`src/rtl/linear_probe_hash_table_macros.svh`:
```
// ----------------------------------------------------------------------------
// Assertion macros for the linear probing hash table
// Concurrent checks that disappear when SYNTH is defined.
// ----------------------------------------------------------------------------
`ifndef LINEAR_PROBE_HASH_TABLE_MACROS_SVH
`define LINEAR_PROBE_HASH_TABLE_MACROS_SVH

`ifndef SYNTH
// same-cycle implication
`define LPHT_ASSERT_IMPL(label, clk, rst_n, ante, cons) \
	label: assert property (@(posedge clk) disable iff (!rst_n) (ante) |-> (cons)) \
		else $error("lpht: assertion failed");
// next-cycle implication
`define LPHT_ASSERT_NEXT(label, clk, rst_n, ante, cons) \
	label: assert property (@(posedge clk) disable iff (!rst_n) (ante) |=> (cons)) \
		else $error("lpht: assertion failed");
`else
`define LPHT_ASSERT_IMPL(label, clk, rst_n, ante, cons)
`define LPHT_ASSERT_NEXT(label, clk, rst_n, ante, cons)
`endif

`endif

```
`src/rtl/lpht_pkg.sv`:
```
// ----------------------------------------------------------------------------
// Linear probing hash table package
// Sizes, codes and the probe token that walks the ring of slot cells.
// ----------------------------------------------------------------------------
package lpht_pkg;

	// table size; a power of two so the home slot is the low key bits
	localparam int SLOTS        = 16;
	localparam int IDX_W        = (SLOTS > 1) ? $clog2(SLOTS) : 1;
	localparam int KEY_W        = 16;
	localparam int DATA_W       = 32;
	localparam int SLOT_FIELD_W = 4;

	typedef logic [IDX_W-1:0] idx_t;

	typedef enum logic [0:0] {
		OP_INSERT = 1'b0,
		OP_REMOVE = 1'b1
	} op_t;

	typedef enum logic [1:0] {
		SLOT_EMPTY   = 2'd0,
		SLOT_USED    = 2'd1,
		SLOT_DELETED = 2'd2
	} slot_state_t;

	typedef enum logic [1:0] {
		RES_INSERTED  = 2'd0,
		RES_REMOVED   = 2'd1,
		RES_NOT_FOUND = 2'd2,
		RES_FULL      = 2'd3
	} result_t;

	// probe token; data is the insert payload, later the removed payload
	typedef struct packed {
		logic                valid;
		logic                done;
		op_t                 op;
		result_t             res;
		logic [KEY_W-1:0]    key;
		logic [DATA_W-1:0]   data;
		idx_t                lap;
		idx_t                res_idx;
	} token_t;

	// new-item injection broadcast to all cells
	typedef struct packed {
		logic   go;
		idx_t   home;
		token_t tok;
	} inject_t;

	// home slot: key modulo table size
	function automatic idx_t home_of(logic [KEY_W-1:0] key);
		logic [31:0] rem;
		rem = 32'(key) % 32'(SLOTS);
		return rem[IDX_W-1:0];
	endfunction

	// slot number as reported on the 4-bit result field
	function automatic logic [SLOT_FIELD_W-1:0] slot_field(idx_t idx);
		logic [31:0] wide;
		wide = 32'(idx);
		return wide[SLOT_FIELD_W-1:0];
	endfunction

endpackage

```
`src/rtl/linear_probe_hash_table.sv`:
```
// ----------------------------------------------------------------------------
// Linear probing hash table
// Open-addressing table of SLOTS slots with insert and remove by key.
// ----------------------------------------------------------------------------
// One item at a time: start is taken while busy is low, and the result
// appears on status, slot_index and removed_payload for a single cycle
// with done high; it cannot be held off, so capture it then. Each slot is
// a cell in a ring, and the item travels as a token one cell per clock
// from its home slot (key modulo SLOTS), probing as it goes, then on to
// the exit after the last cell. The time from accept to done is set by
// that walk: from the home cell on to the last cell, with one more full
// lap of the ring when it wraps. busy drops with done, so the next start
// may be given in the done cycle. No clearing pass is needed after reset.
// ----------------------------------------------------------------------------
`include "linear_probe_hash_table_macros.svh"

module linear_probe_hash_table import lpht_pkg::*; (
	input  logic                    clk,
	input  logic                    arst_n,
	input  logic                    start,
	output logic                    busy,
	input  logic                    operation,
	input  logic [KEY_W-1:0]        key,
	input  logic [DATA_W-1:0]       payload,
	output logic                    done,
	output logic [1:0]              status,
	output logic [SLOT_FIELD_W-1:0] slot_index,
	output logic [DATA_W-1:0]       removed_payload
);

	logic                    busy_q;
	logic                    done_q;
	logic                    accept;
	logic                    exit;
	inject_t                 inj;
	token_t                  chain [SLOTS];
	token_t                  wrap_tok;
	logic [SLOTS-1:0]        hold_vec;
	result_t                 status_q;
	logic [SLOT_FIELD_W-1:0] slot_index_q;
	logic [DATA_W-1:0]       removed_payload_q;

	assign accept = start && !busy_q;

	// new token, placed on its home cell
	always_comb begin
		inj.go          = accept;
		inj.home        = home_of(key);
		inj.tok         = '0;
		inj.tok.valid   = 1'b1;
		inj.tok.done    = 1'b0;
		inj.tok.op      = op_t'(operation);
		inj.tok.res     = RES_INSERTED;
		inj.tok.key     = key;
		inj.tok.data    = payload;
		inj.tok.lap     = '0;
		inj.tok.res_idx = '0;
	end

	// finished tokens leave the ring after the last cell
	assign exit = chain[SLOTS-1].valid && chain[SLOTS-1].done;
	always_comb begin
		wrap_tok       = chain[SLOTS-1];
		wrap_tok.valid = chain[SLOTS-1].valid && !chain[SLOTS-1].done;
	end

	// ring of slot cells
	for (genvar g = 0; g < SLOTS; g++) begin : g_cell
		token_t prev_tok;
		if (g == 0) begin : g_head
			assign prev_tok = wrap_tok;
		end else begin : g_body
			assign prev_tok = chain[g-1];
		end
		lpht_cell u_cell (
			.clk      (clk),
			.arst_n   (arst_n),
			.cell_idx (idx_t'(g)),
			.inj      (inj),
			.prev     (prev_tok),
			.tok_next (chain[g]),
			.holding  (hold_vec[g])
		);
	end

	// control: busy from accept until the result transfer
	always_ff @(posedge clk or negedge arst_n) begin
		if (!arst_n) begin
			busy_q <= 1'b0;
			done_q <= 1'b0;
		end else begin
			done_q <= exit;
			if (accept) begin
				busy_q <= 1'b1;
			end else if (exit) begin
				busy_q <= 1'b0;
			end
		end
	end

	// result register
	always_ff @(posedge clk) begin
		if (exit) begin
			status_q          <= chain[SLOTS-1].res;
			slot_index_q      <= slot_field(chain[SLOTS-1].res_idx);
			removed_payload_q <= chain[SLOTS-1].data;
		end
	end

	assign busy            = busy_q;
	assign done            = done_q;
	assign status          = status_q;
	assign slot_index      = slot_index_q;
	assign removed_payload = removed_payload_q;

	// checks
	`LPHT_ASSERT_IMPL(a_one_token_while_busy, clk, arst_n, 1'b1, busy_q == $onehot(hold_vec))
	`LPHT_ASSERT_NEXT(a_busy_after_accept, clk, arst_n, accept, busy_q)
	`LPHT_ASSERT_IMPL(a_idle_on_result, clk, arst_n, done_q, !busy_q)
	`LPHT_ASSERT_NEXT(a_single_strobe, clk, arst_n, done_q, !done_q)

endmodule

```
`src/rtl/lpht_cell.sv`:
```
// ----------------------------------------------------------------------------
// Hash table slot cell
// Holds one slot, checks the probe token passing through and hands it on.
// ----------------------------------------------------------------------------
module lpht_cell import lpht_pkg::*; (
	input  logic    clk,
	input  logic    arst_n,
	input  idx_t    cell_idx,
	input  inject_t inj,
	input  token_t  prev,
	output token_t  tok_next,
	output logic    holding
);

	slot_state_t       state_q;
	logic [KEY_W-1:0]  key_q;
	logic [DATA_W-1:0] data_q;
	token_t            tok_q;
	logic              wr_used;
	logic              wr_del;
	logic              last_lap;

	// token register: new item lands on its home cell, otherwise shift in
	always_ff @(posedge clk or negedge arst_n) begin
		if (!arst_n) begin
			tok_q <= '0;
		end else if (inj.go && (inj.home == cell_idx)) begin
			tok_q <= inj.tok;
		end else begin
			tok_q <= prev;
		end
	end

	assign holding  = tok_q.valid;
	assign last_lap = (tok_q.lap == idx_t'(SLOTS - 1));

	// probe step against this slot
	always_comb begin
		tok_next = tok_q;
		wr_used  = 1'b0;
		wr_del   = 1'b0;
		if (tok_q.valid && !tok_q.done) begin
			case (tok_q.op)
				OP_INSERT: begin
					if (state_q == SLOT_EMPTY || state_q == SLOT_DELETED) begin
						wr_used          = 1'b1;
						tok_next.done    = 1'b1;
						tok_next.res     = RES_INSERTED;
						tok_next.res_idx = cell_idx;
						tok_next.data    = '0;
					end else if (last_lap) begin
						tok_next.done    = 1'b1;
						tok_next.res     = RES_FULL;
						tok_next.res_idx = '0;
						tok_next.data    = '0;
					end else begin
						tok_next.lap = tok_q.lap + idx_t'(1);
					end
				end
				OP_REMOVE: begin
					if (state_q == SLOT_EMPTY) begin
						tok_next.done    = 1'b1;
						tok_next.res     = RES_NOT_FOUND;
						tok_next.res_idx = '0;
						tok_next.data    = '0;
					end else if (state_q != SLOT_DELETED && key_q == tok_q.key) begin
						wr_del           = 1'b1;
						tok_next.done    = 1'b1;
						tok_next.res     = RES_REMOVED;
						tok_next.res_idx = cell_idx;
						tok_next.data    = data_q;
					end else if (last_lap) begin
						tok_next.done    = 1'b1;
						tok_next.res     = RES_NOT_FOUND;
						tok_next.res_idx = '0;
						tok_next.data    = '0;
					end else begin
						tok_next.lap = tok_q.lap + idx_t'(1);
					end
				end
				default: tok_next = tok_q;
			endcase
		end
	end

	// slot state
	always_ff @(posedge clk or negedge arst_n) begin
		if (!arst_n) begin
			state_q <= SLOT_EMPTY;
		end else if (wr_used) begin
			state_q <= SLOT_USED;
		end else if (wr_del) begin
			state_q <= SLOT_DELETED;
		end
	end

	// slot contents, only read while the slot is occupied
	always_ff @(posedge clk) begin
		if (wr_used) begin
			key_q  <= tok_q.key;
			data_q <= tok_q.data;
		end
	end

endmodule

```
`config.mk`:
```
export PLATFORM = sky130hd
export DESIGN_NAME = linear_probe_hash_table
export DESIGN_NICKNAME = d
export VERILOG_FILES = /design/src/rtl/lpht_pkg.sv /design/src/rtl/linear_probe_hash_table.sv /design/src/rtl/lpht_cell.sv
export VERILOG_INCLUDE_DIRS = /design/src /design/src/rtl
export SDC_FILE = /design/constraint.sdc
export NUM_CORES = 2
export LEC_CHECK = 0
export BUFFER_PORTS_ARGS = -buffer_cell sky130_fd_sc_hd__buf_2
export CAP_MARGIN = 20
export CELL_PAD_IN_SITES_DETAIL_PLACEMENT = 1
export CELL_PAD_IN_SITES_GLOBAL_PLACEMENT = 1
export CORE_ASPECT_RATIO = 1.75
export CORE_MARGIN = 2
export CORE_UTILIZATION = 51
export DETAILED_ROUTE_END_ITERATION = 7
export GPL_ROUTABILITY_DRIVEN = 1
export PLACE_DENSITY = 0.79
export SYNTH_ARGS = -nofsm -noshare
export SYNTH_HDL_FRONTEND = slang
export SYNTH_SLANG_ARGS = --single-unit
```
`constraint.sdc`:
```
create_clock -name clk -period 6.7 [get_ports clk]
set_input_delay 0.335 -clock clk [delete_from_list [all_inputs] [get_ports clk]]
set_output_delay 0.335 -clock clk [all_outputs]
set_load 0.02 [all_outputs]
```
==> impl_metrics.xml <==
<?xml version="1.0" encoding="UTF-8"?>
<metrics>
  <group name="detailed_routing">
    <metric name="route.vias.total" unit="">63472</metric>
    <metric name="remaining_design_rule_violation_count" unit="">0</metric>
    <metric name="drt-wirelength-per-cell" unit="µm">30.9</metric>
    <metric name="drt_pre_antenna_iters" unit="">6</metric>
    <metric name="drt_iter0_markers" unit="">6521</metric>
    <metric name="wl" unit="mm">294</metric>
    <metric name="antenna_left" unit="">0</metric>
    <metric name="via_per_inst" unit="">6.68</metric>
  </group>
  <group name="logic_synthesis">
    <metric name="dominantRegCellSynth" unit="">sky130_fd_sc_hd__dfrtp_1</metric>
    <metric name="ys_seq_area_frac" unit="">0.611</metric>
    <metric name="synth_cells" unit="">7523</metric>
    <metric name="netlist.top_cell.by_area" unit="">sky130_fd_sc_hd__dfrtp_1</metric>
    <metric name="yosysMostFrequentCell" unit="">sky130_fd_sc_hd__nand2_1</metric>
    <metric name="synth_seq_cells" unit="">1816</metric>
    <metric name="synth_commonest_cells" unit="">1,287 x sky130_fd_sc_hd__nand2_1, 1,010 x sky130_fd_sc_hd__dfrtp_1, 806 x sky130_fd_sc_hd__edfxtp_1, 620 x sky130_fd_sc_hd__clkbuf_1, 570 x sky130_fd_sc_hd__a21oi_1</metric>
    <metric name="postSynth.asyncResetShare" unit="">0.556</metric>
    <metric name="mappedNetlistNets" unit="">7591</metric>
    <metric name="synth.lib_cells_used.distinct" unit="">81</metric>
    <metric name="ys_top_cells_by_area" unit="">sky130_fd_sc_hd__dfrtp_1 31%, sky130_fd_sc_hd__edfxtp_1 30%, sky130_fd_sc_hd__nand2_1 6.0%</metric>
    <metric name="netlist_area" unit="µm²">80900</metric>
    <metric name="synth_enable_flop_cells" unit="">806</metric>
    <metric name="synthDominantCellAreaShare" unit="">0.312</metric>
    <metric name="synth_warnings" unit="">0</metric>
    <metric name="post_synth.cell_area_avg" unit="µm²">10.8</metric>
  </group>
  <group name="pwr">
    <metric name="max-vdd-ir-drop" unit="V">0.000231</metric>
    <metric name="power.share.sequential" unit="">0.483</metric>
    <metric name="power.static_leakage" unit="nW">37.2</metric>
    <metric name="combPwrFrac" unit="">0.206</metric>
    <metric name="power_density" unit="nW/µm²">360</metric>
    <metric name="netSwitchingFraction" unit="">0.338</metric>
    <metric name="power_switching" unit="mW">10.8</metric>
    <metric name="total_power" unit="mW">32.1</metric>
    <metric name="internal-power" unit="mW">21.2</metric>
    <metric name="clock_power_share" unit="">0.311</metric>
  </group>
  <group name="timing">
    <metric name="timing_hold_violations_final" unit="">0</metric>
    <metric name="achievable_freq" unit="GHz">0.299</metric>
    <metric name="max_slew_violations" unit="">0</metric>
    <metric name="timing.max_slew.rel_slack" unit="">0.173</metric>
    <metric name="tightest_slew" unit="ns">1.23</metric>
    <metric name="timing.final.setup_violations" unit="">0</metric>
    <metric name="rsz0062_at_grt" unit="">false</metric>
    <metric name="clock-skew-final" unit="ns">0.0620</metric>
    <metric name="setup_tns" unit="ns">0</metric>
    <metric name="finalCriticalPeriod" unit="ns">3.35</metric>
    <metric name="final.period_utilization" unit="">0.499</metric>
  </group>
  <group name="global_route">
    <metric name="globalRouteMet3Util" unit="">0.0523</metric>
    <metric name="pin_count_of_the_biggest_net_entering_global_routing" unit="">153</metric>
    <metric name="wire_length_of_the_first_global_routing_pass" unit="mm">440</metric>
    <metric name="grt_use_met1" unit="">0.443</metric>
    <metric name="number_of_antenna_violations_at_the_first_check_in_global_routing" unit="">18</metric>
    <metric name="via_count_of_the_first_global_routing_pass" unit="">65790</metric>
    <metric name="overflow" unit="">0</metric>
    <metric name="grt_usage" unit="">0.362</metric>
    <metric name="grt-busiest-layer" unit="">met2</metric>
    <metric name="grt.met2_usage" unit="">0.582</metric>
  </group>
  <group name="floorplan">
    <metric name="design.die.area" unit="µm²">162000</metric>
    <metric name="chipWidth" unit="µm">305</metric>
    <metric name="rows" unit="">193</metric>
    <metric name="floorplan.initialDensity" unit="">0.513</metric>
    <metric name="design.portCount" unit="">92</metric>
    <metric name="dieHeight" unit="µm">531</metric>
    <metric name="core_region_area" unit="µm²">158000</metric>
  </group>
  <group name="place">
    <metric name="numPortBuffers" unit="">91</metric>
    <metric name="rd_place_congestion" unit="">0.919</metric>
    <metric name="hpwl" unit="mm">182</metric>
  </group>
  <group name="clocking">
    <metric name="cts-buffers-inserted" unit="">174</metric>
    <metric name="cts_repair_resized_insts" unit="">0</metric>
    <metric name="ctsRootBufferMaster" unit="">sky130_fd_sc_hd__clkbuf_16</metric>
    <metric name="clk_path_buf_depth" unit="">4</metric>
    <metric name="post_cts_hold_buffer_count" unit="">1</metric>
    <metric name="clock_sink_count" unit="">1816</metric>
    <metric name="clkTransAtPathRegs" unit="ns">0.06</metric>
    <metric name="htreeDepth" unit="">4</metric>
    <metric name="cts.repair_timing.setup_buffer_count" unit="">0</metric>
    <metric name="cts_tree" unit="">built</metric>
    <metric name="clock_insertion_delay_worst_skew" unit="ns">0.85</metric>
  </group>
  <group name="cells_and_area">
    <metric name="layout-drive-gt1-share" unit="">0.102</metric>
    <metric name="syn2layout_area_growth" unit="%">9.98</metric>
    <metric name="design.final.nets" unit="">7372</metric>
    <metric name="filler_cell_count" unit="">16390</metric>
  </group>
  <group name="outcome">
    <metric name="outcome" unit="">complete, no violations</metric>
  </group>
  <group name="worst_setup_path">
    <metric name="critPathRequiredTime" unit="ns">7.33</metric>
    <metric name="cp_max_fo" unit="">37</metric>
    <metric name="worstPathArrival" unit="ns">3.98</metric>
    <metric name="start_kind" unit="">register</metric>
    <metric name="timing_worst_setup_path_type" unit="">reg2reg</metric>
    <metric name="critical_path.endpoint_type" unit="">register</metric>
  </group>
  <group name="run">
    <metric name="drv.max_cap_violation_count" unit="">0</metric>
  </group>
  <group name="min_path">
    <metric name="holdCritPathClass" unit="">in2reg</metric>
  </group>
</metrics>
==> cell usage in the layout, fill, tap and decap left out, types with 32 or more instances in the layout <==
| cell | n |
|---|---|
| sky130_fd_sc_hd__nand2_1 | 1282 |
| sky130_fd_sc_hd__dfrtp_1 | 1010 |
| sky130_fd_sc_hd__edfxtp_1 | 806 |
| sky130_fd_sc_hd__a21oi_1 | 568 |
| sky130_fd_sc_hd__nand3_1 | 326 |
| sky130_fd_sc_hd__o31ai_1 | 306 |
| sky130_fd_sc_hd__nor2_1 | 271 |
| sky130_fd_sc_hd__and3_1 | 268 |
| sky130_fd_sc_hd__a221o_1 | 192 |
| sky130_fd_sc_hd__clkbuf_16 | 180 |
| sky130_fd_sc_hd__xor2_1 | 174 |
| sky130_fd_sc_hd__buf_4 | 170 |
| sky130_fd_sc_hd__o22ai_1 | 141 |
| sky130_fd_sc_hd__o21ai_0 | 133 |
| sky130_fd_sc_hd__a31oi_1 | 132 |
| sky130_fd_sc_hd__inv_1 | 106 |
| sky130_fd_sc_hd__o21ai_1 | 101 |
| sky130_fd_sc_hd__buf_2 | 90 |
| sky130_fd_sc_hd__xnor2_1 | 88 |
| sky130_fd_sc_hd__o31a_1 | 69 |
| sky130_fd_sc_hd__and2_1 | 53 |
| sky130_fd_sc_hd__a211oi_1 | 52 |
| sky130_fd_sc_hd__nor2b_1 | 47 |
| sky130_fd_sc_hd__nor3_1 | 47 |
| sky130_fd_sc_hd__nand2b_1 | 46 |
| sky130_fd_sc_hd__clkbuf_1 | 42 |
| sky130_fd_sc_hd__nor4_1 | 40 |
| sky130_fd_sc_hd__or3_1 | 39 |
| sky130_fd_sc_hd__or2_2 | 37 |
| sky130_fd_sc_hd__a311oi_1 | 37 |
| sky130_fd_sc_hd__a31o_2 | 34 |
| sky130_fd_sc_hd__a22o_1 | 34 |
| sky130_fd_sc_hd__a22oi_1 | 33 |
| sky130_fd_sc_hd__nand4_1 | 32 |
| sky130_fd_sc_hd__mux2_2 | 32 |
==> path summary, 6_finish.rpt <==
| check | startpoint | endpoint | slack [ns] | cells past startpoint |
|---|---|---|---|---|
| max in group asynchronous | arst_n | g_cell[11].u_cell.tok_q[13]$_DFF_PN0_ | 4.85 | 4 |
| worst max-delay path | g_cell[9].u_cell.key_q[9]$_DFFE_PP_ | g_cell[10].u_cell.tok_q[13]$_DFF_PN0_ | 3.35 | 8 |
| min in group asynchronous | arst_n | g_cell[15].u_cell.tok_q[6]$_DFF_PN0_ | 0.14 | 2 |
| worst max register to register | g_cell[9].u_cell.key_q[9]$_DFFE_PP_ | g_cell[10].u_cell.tok_q[13]$_DFF_PN0_ | 3.35 | 8 |
| worst min register to register | g_cell[14].u_cell.tok_q[27]$_DFF_PN0_ | g_cell[14].u_cell.data_q[19]$_DFFE_PP_ | 0.43 | 0 |
| worst min-delay path | payload[27] | g_cell[1].u_cell.tok_q[35]$_DFF_PN0_ | 0.05 | 4 |
==> power by group through the flow <==
| stage | registers (mW) | logic, mW | clock network [mW] |
|---|---|---|---|
| after floorplan | 14.7 | 4.23 | 0 |
| after global placement | 15.5 | 6.13 | 0 |
| after detailed placement | 15.6 | 6.36 | 0 |
| after CTS | 15.5 | 6.48 | 10.0 |
| after global routing | 15.7 | 7.12 | 10.4 |
| final | 15.5 | 6.60 | 9.97 |
==> layer usage <==
layer	up-vias	wire length [µm]
li1	26904	-
met1	32863	108000
met2	2840	139000
met3	855	19300
met4	10	27000
met5	-	64
==> critical path, cell delays in order, from the launching register on <==
cell                       delay, ns
sky130_fd_sc_hd__edfxtp_1       0.41
sky130_fd_sc_hd__xor2_1         0.19
sky130_fd_sc_hd__nor4_1         0.36
sky130_fd_sc_hd__nand2_1        0.09
sky130_fd_sc_hd__buf_4          0.30
sky130_fd_sc_hd__nor3_2         0.70
sky130_fd_sc_hd__buf_4          0.46
sky130_fd_sc_hd__a21oi_1        0.09
sky130_fd_sc_hd__o31ai_1        0.50
==> kinds of logic (layout without fill, tap and decap cells) <==
logic type / count (synthesis) / in the layout / synth area share
DFF: 1816 / 1816 / 0.611
muxes: 47 / 47 / 0.00631
buffers and inverters: 787 / 703 / 0.0370
xor gates and xnor gates: 262 / 262 / 0.0284
adders and majority gates: 16 / 16 / 0.00247
and+or+nand+nor: 2598 / 2598 / 0.147
other: 0 / 18 / 0
AOI/OAI and AO/OA: 1997 / 1997 / 0.168
==> area by class of cell <==
type                            instances  area [µm²]  share of cell area
Inverter                              117         439             0.00493
Clock buffer                          241        4920              0.0553
Multi-Input combinational cell       4920       28900               0.325
Timing Repair Buffer                  275        2000              0.0225
Sequential cell                      1816       49500               0.556
Tap cell                             2047        2560              0.0288
Antenna cell                           18        45.0            0.000506
Clock inverter                         70         656             0.00737
==> stage by stage <==
step                      utilization  instances  cell area [µm²]  worst slack (ns)  hold slack, ns
after floorplan                     -       7523            80900              1.99          0.0394
after global routing            0.564       9489            89000              3.23          0.0620
after detailed placement        0.528       9169            83300              3.49           0.416
after CTS                       0.564       9481            88900              3.43          0.0150
after global placement          0.528       9165            83200              2.97           0.409
final                           0.564       9504            89000              3.35          0.0517
==> registers in the layout, indices dropped and copies added, names as in the netlist <==
name	cells
status	2
g_cell.u_cell.key_q	256
removed_payload	32
g_cell.u_cell.state_q	32
done	1
g_cell.u_cell.holding	16
slot_index	4
g_cell.u_cell.data_q	512
g_cell.u_cell.tok_q	960
busy	1
(Power assumes the default switching activity.)
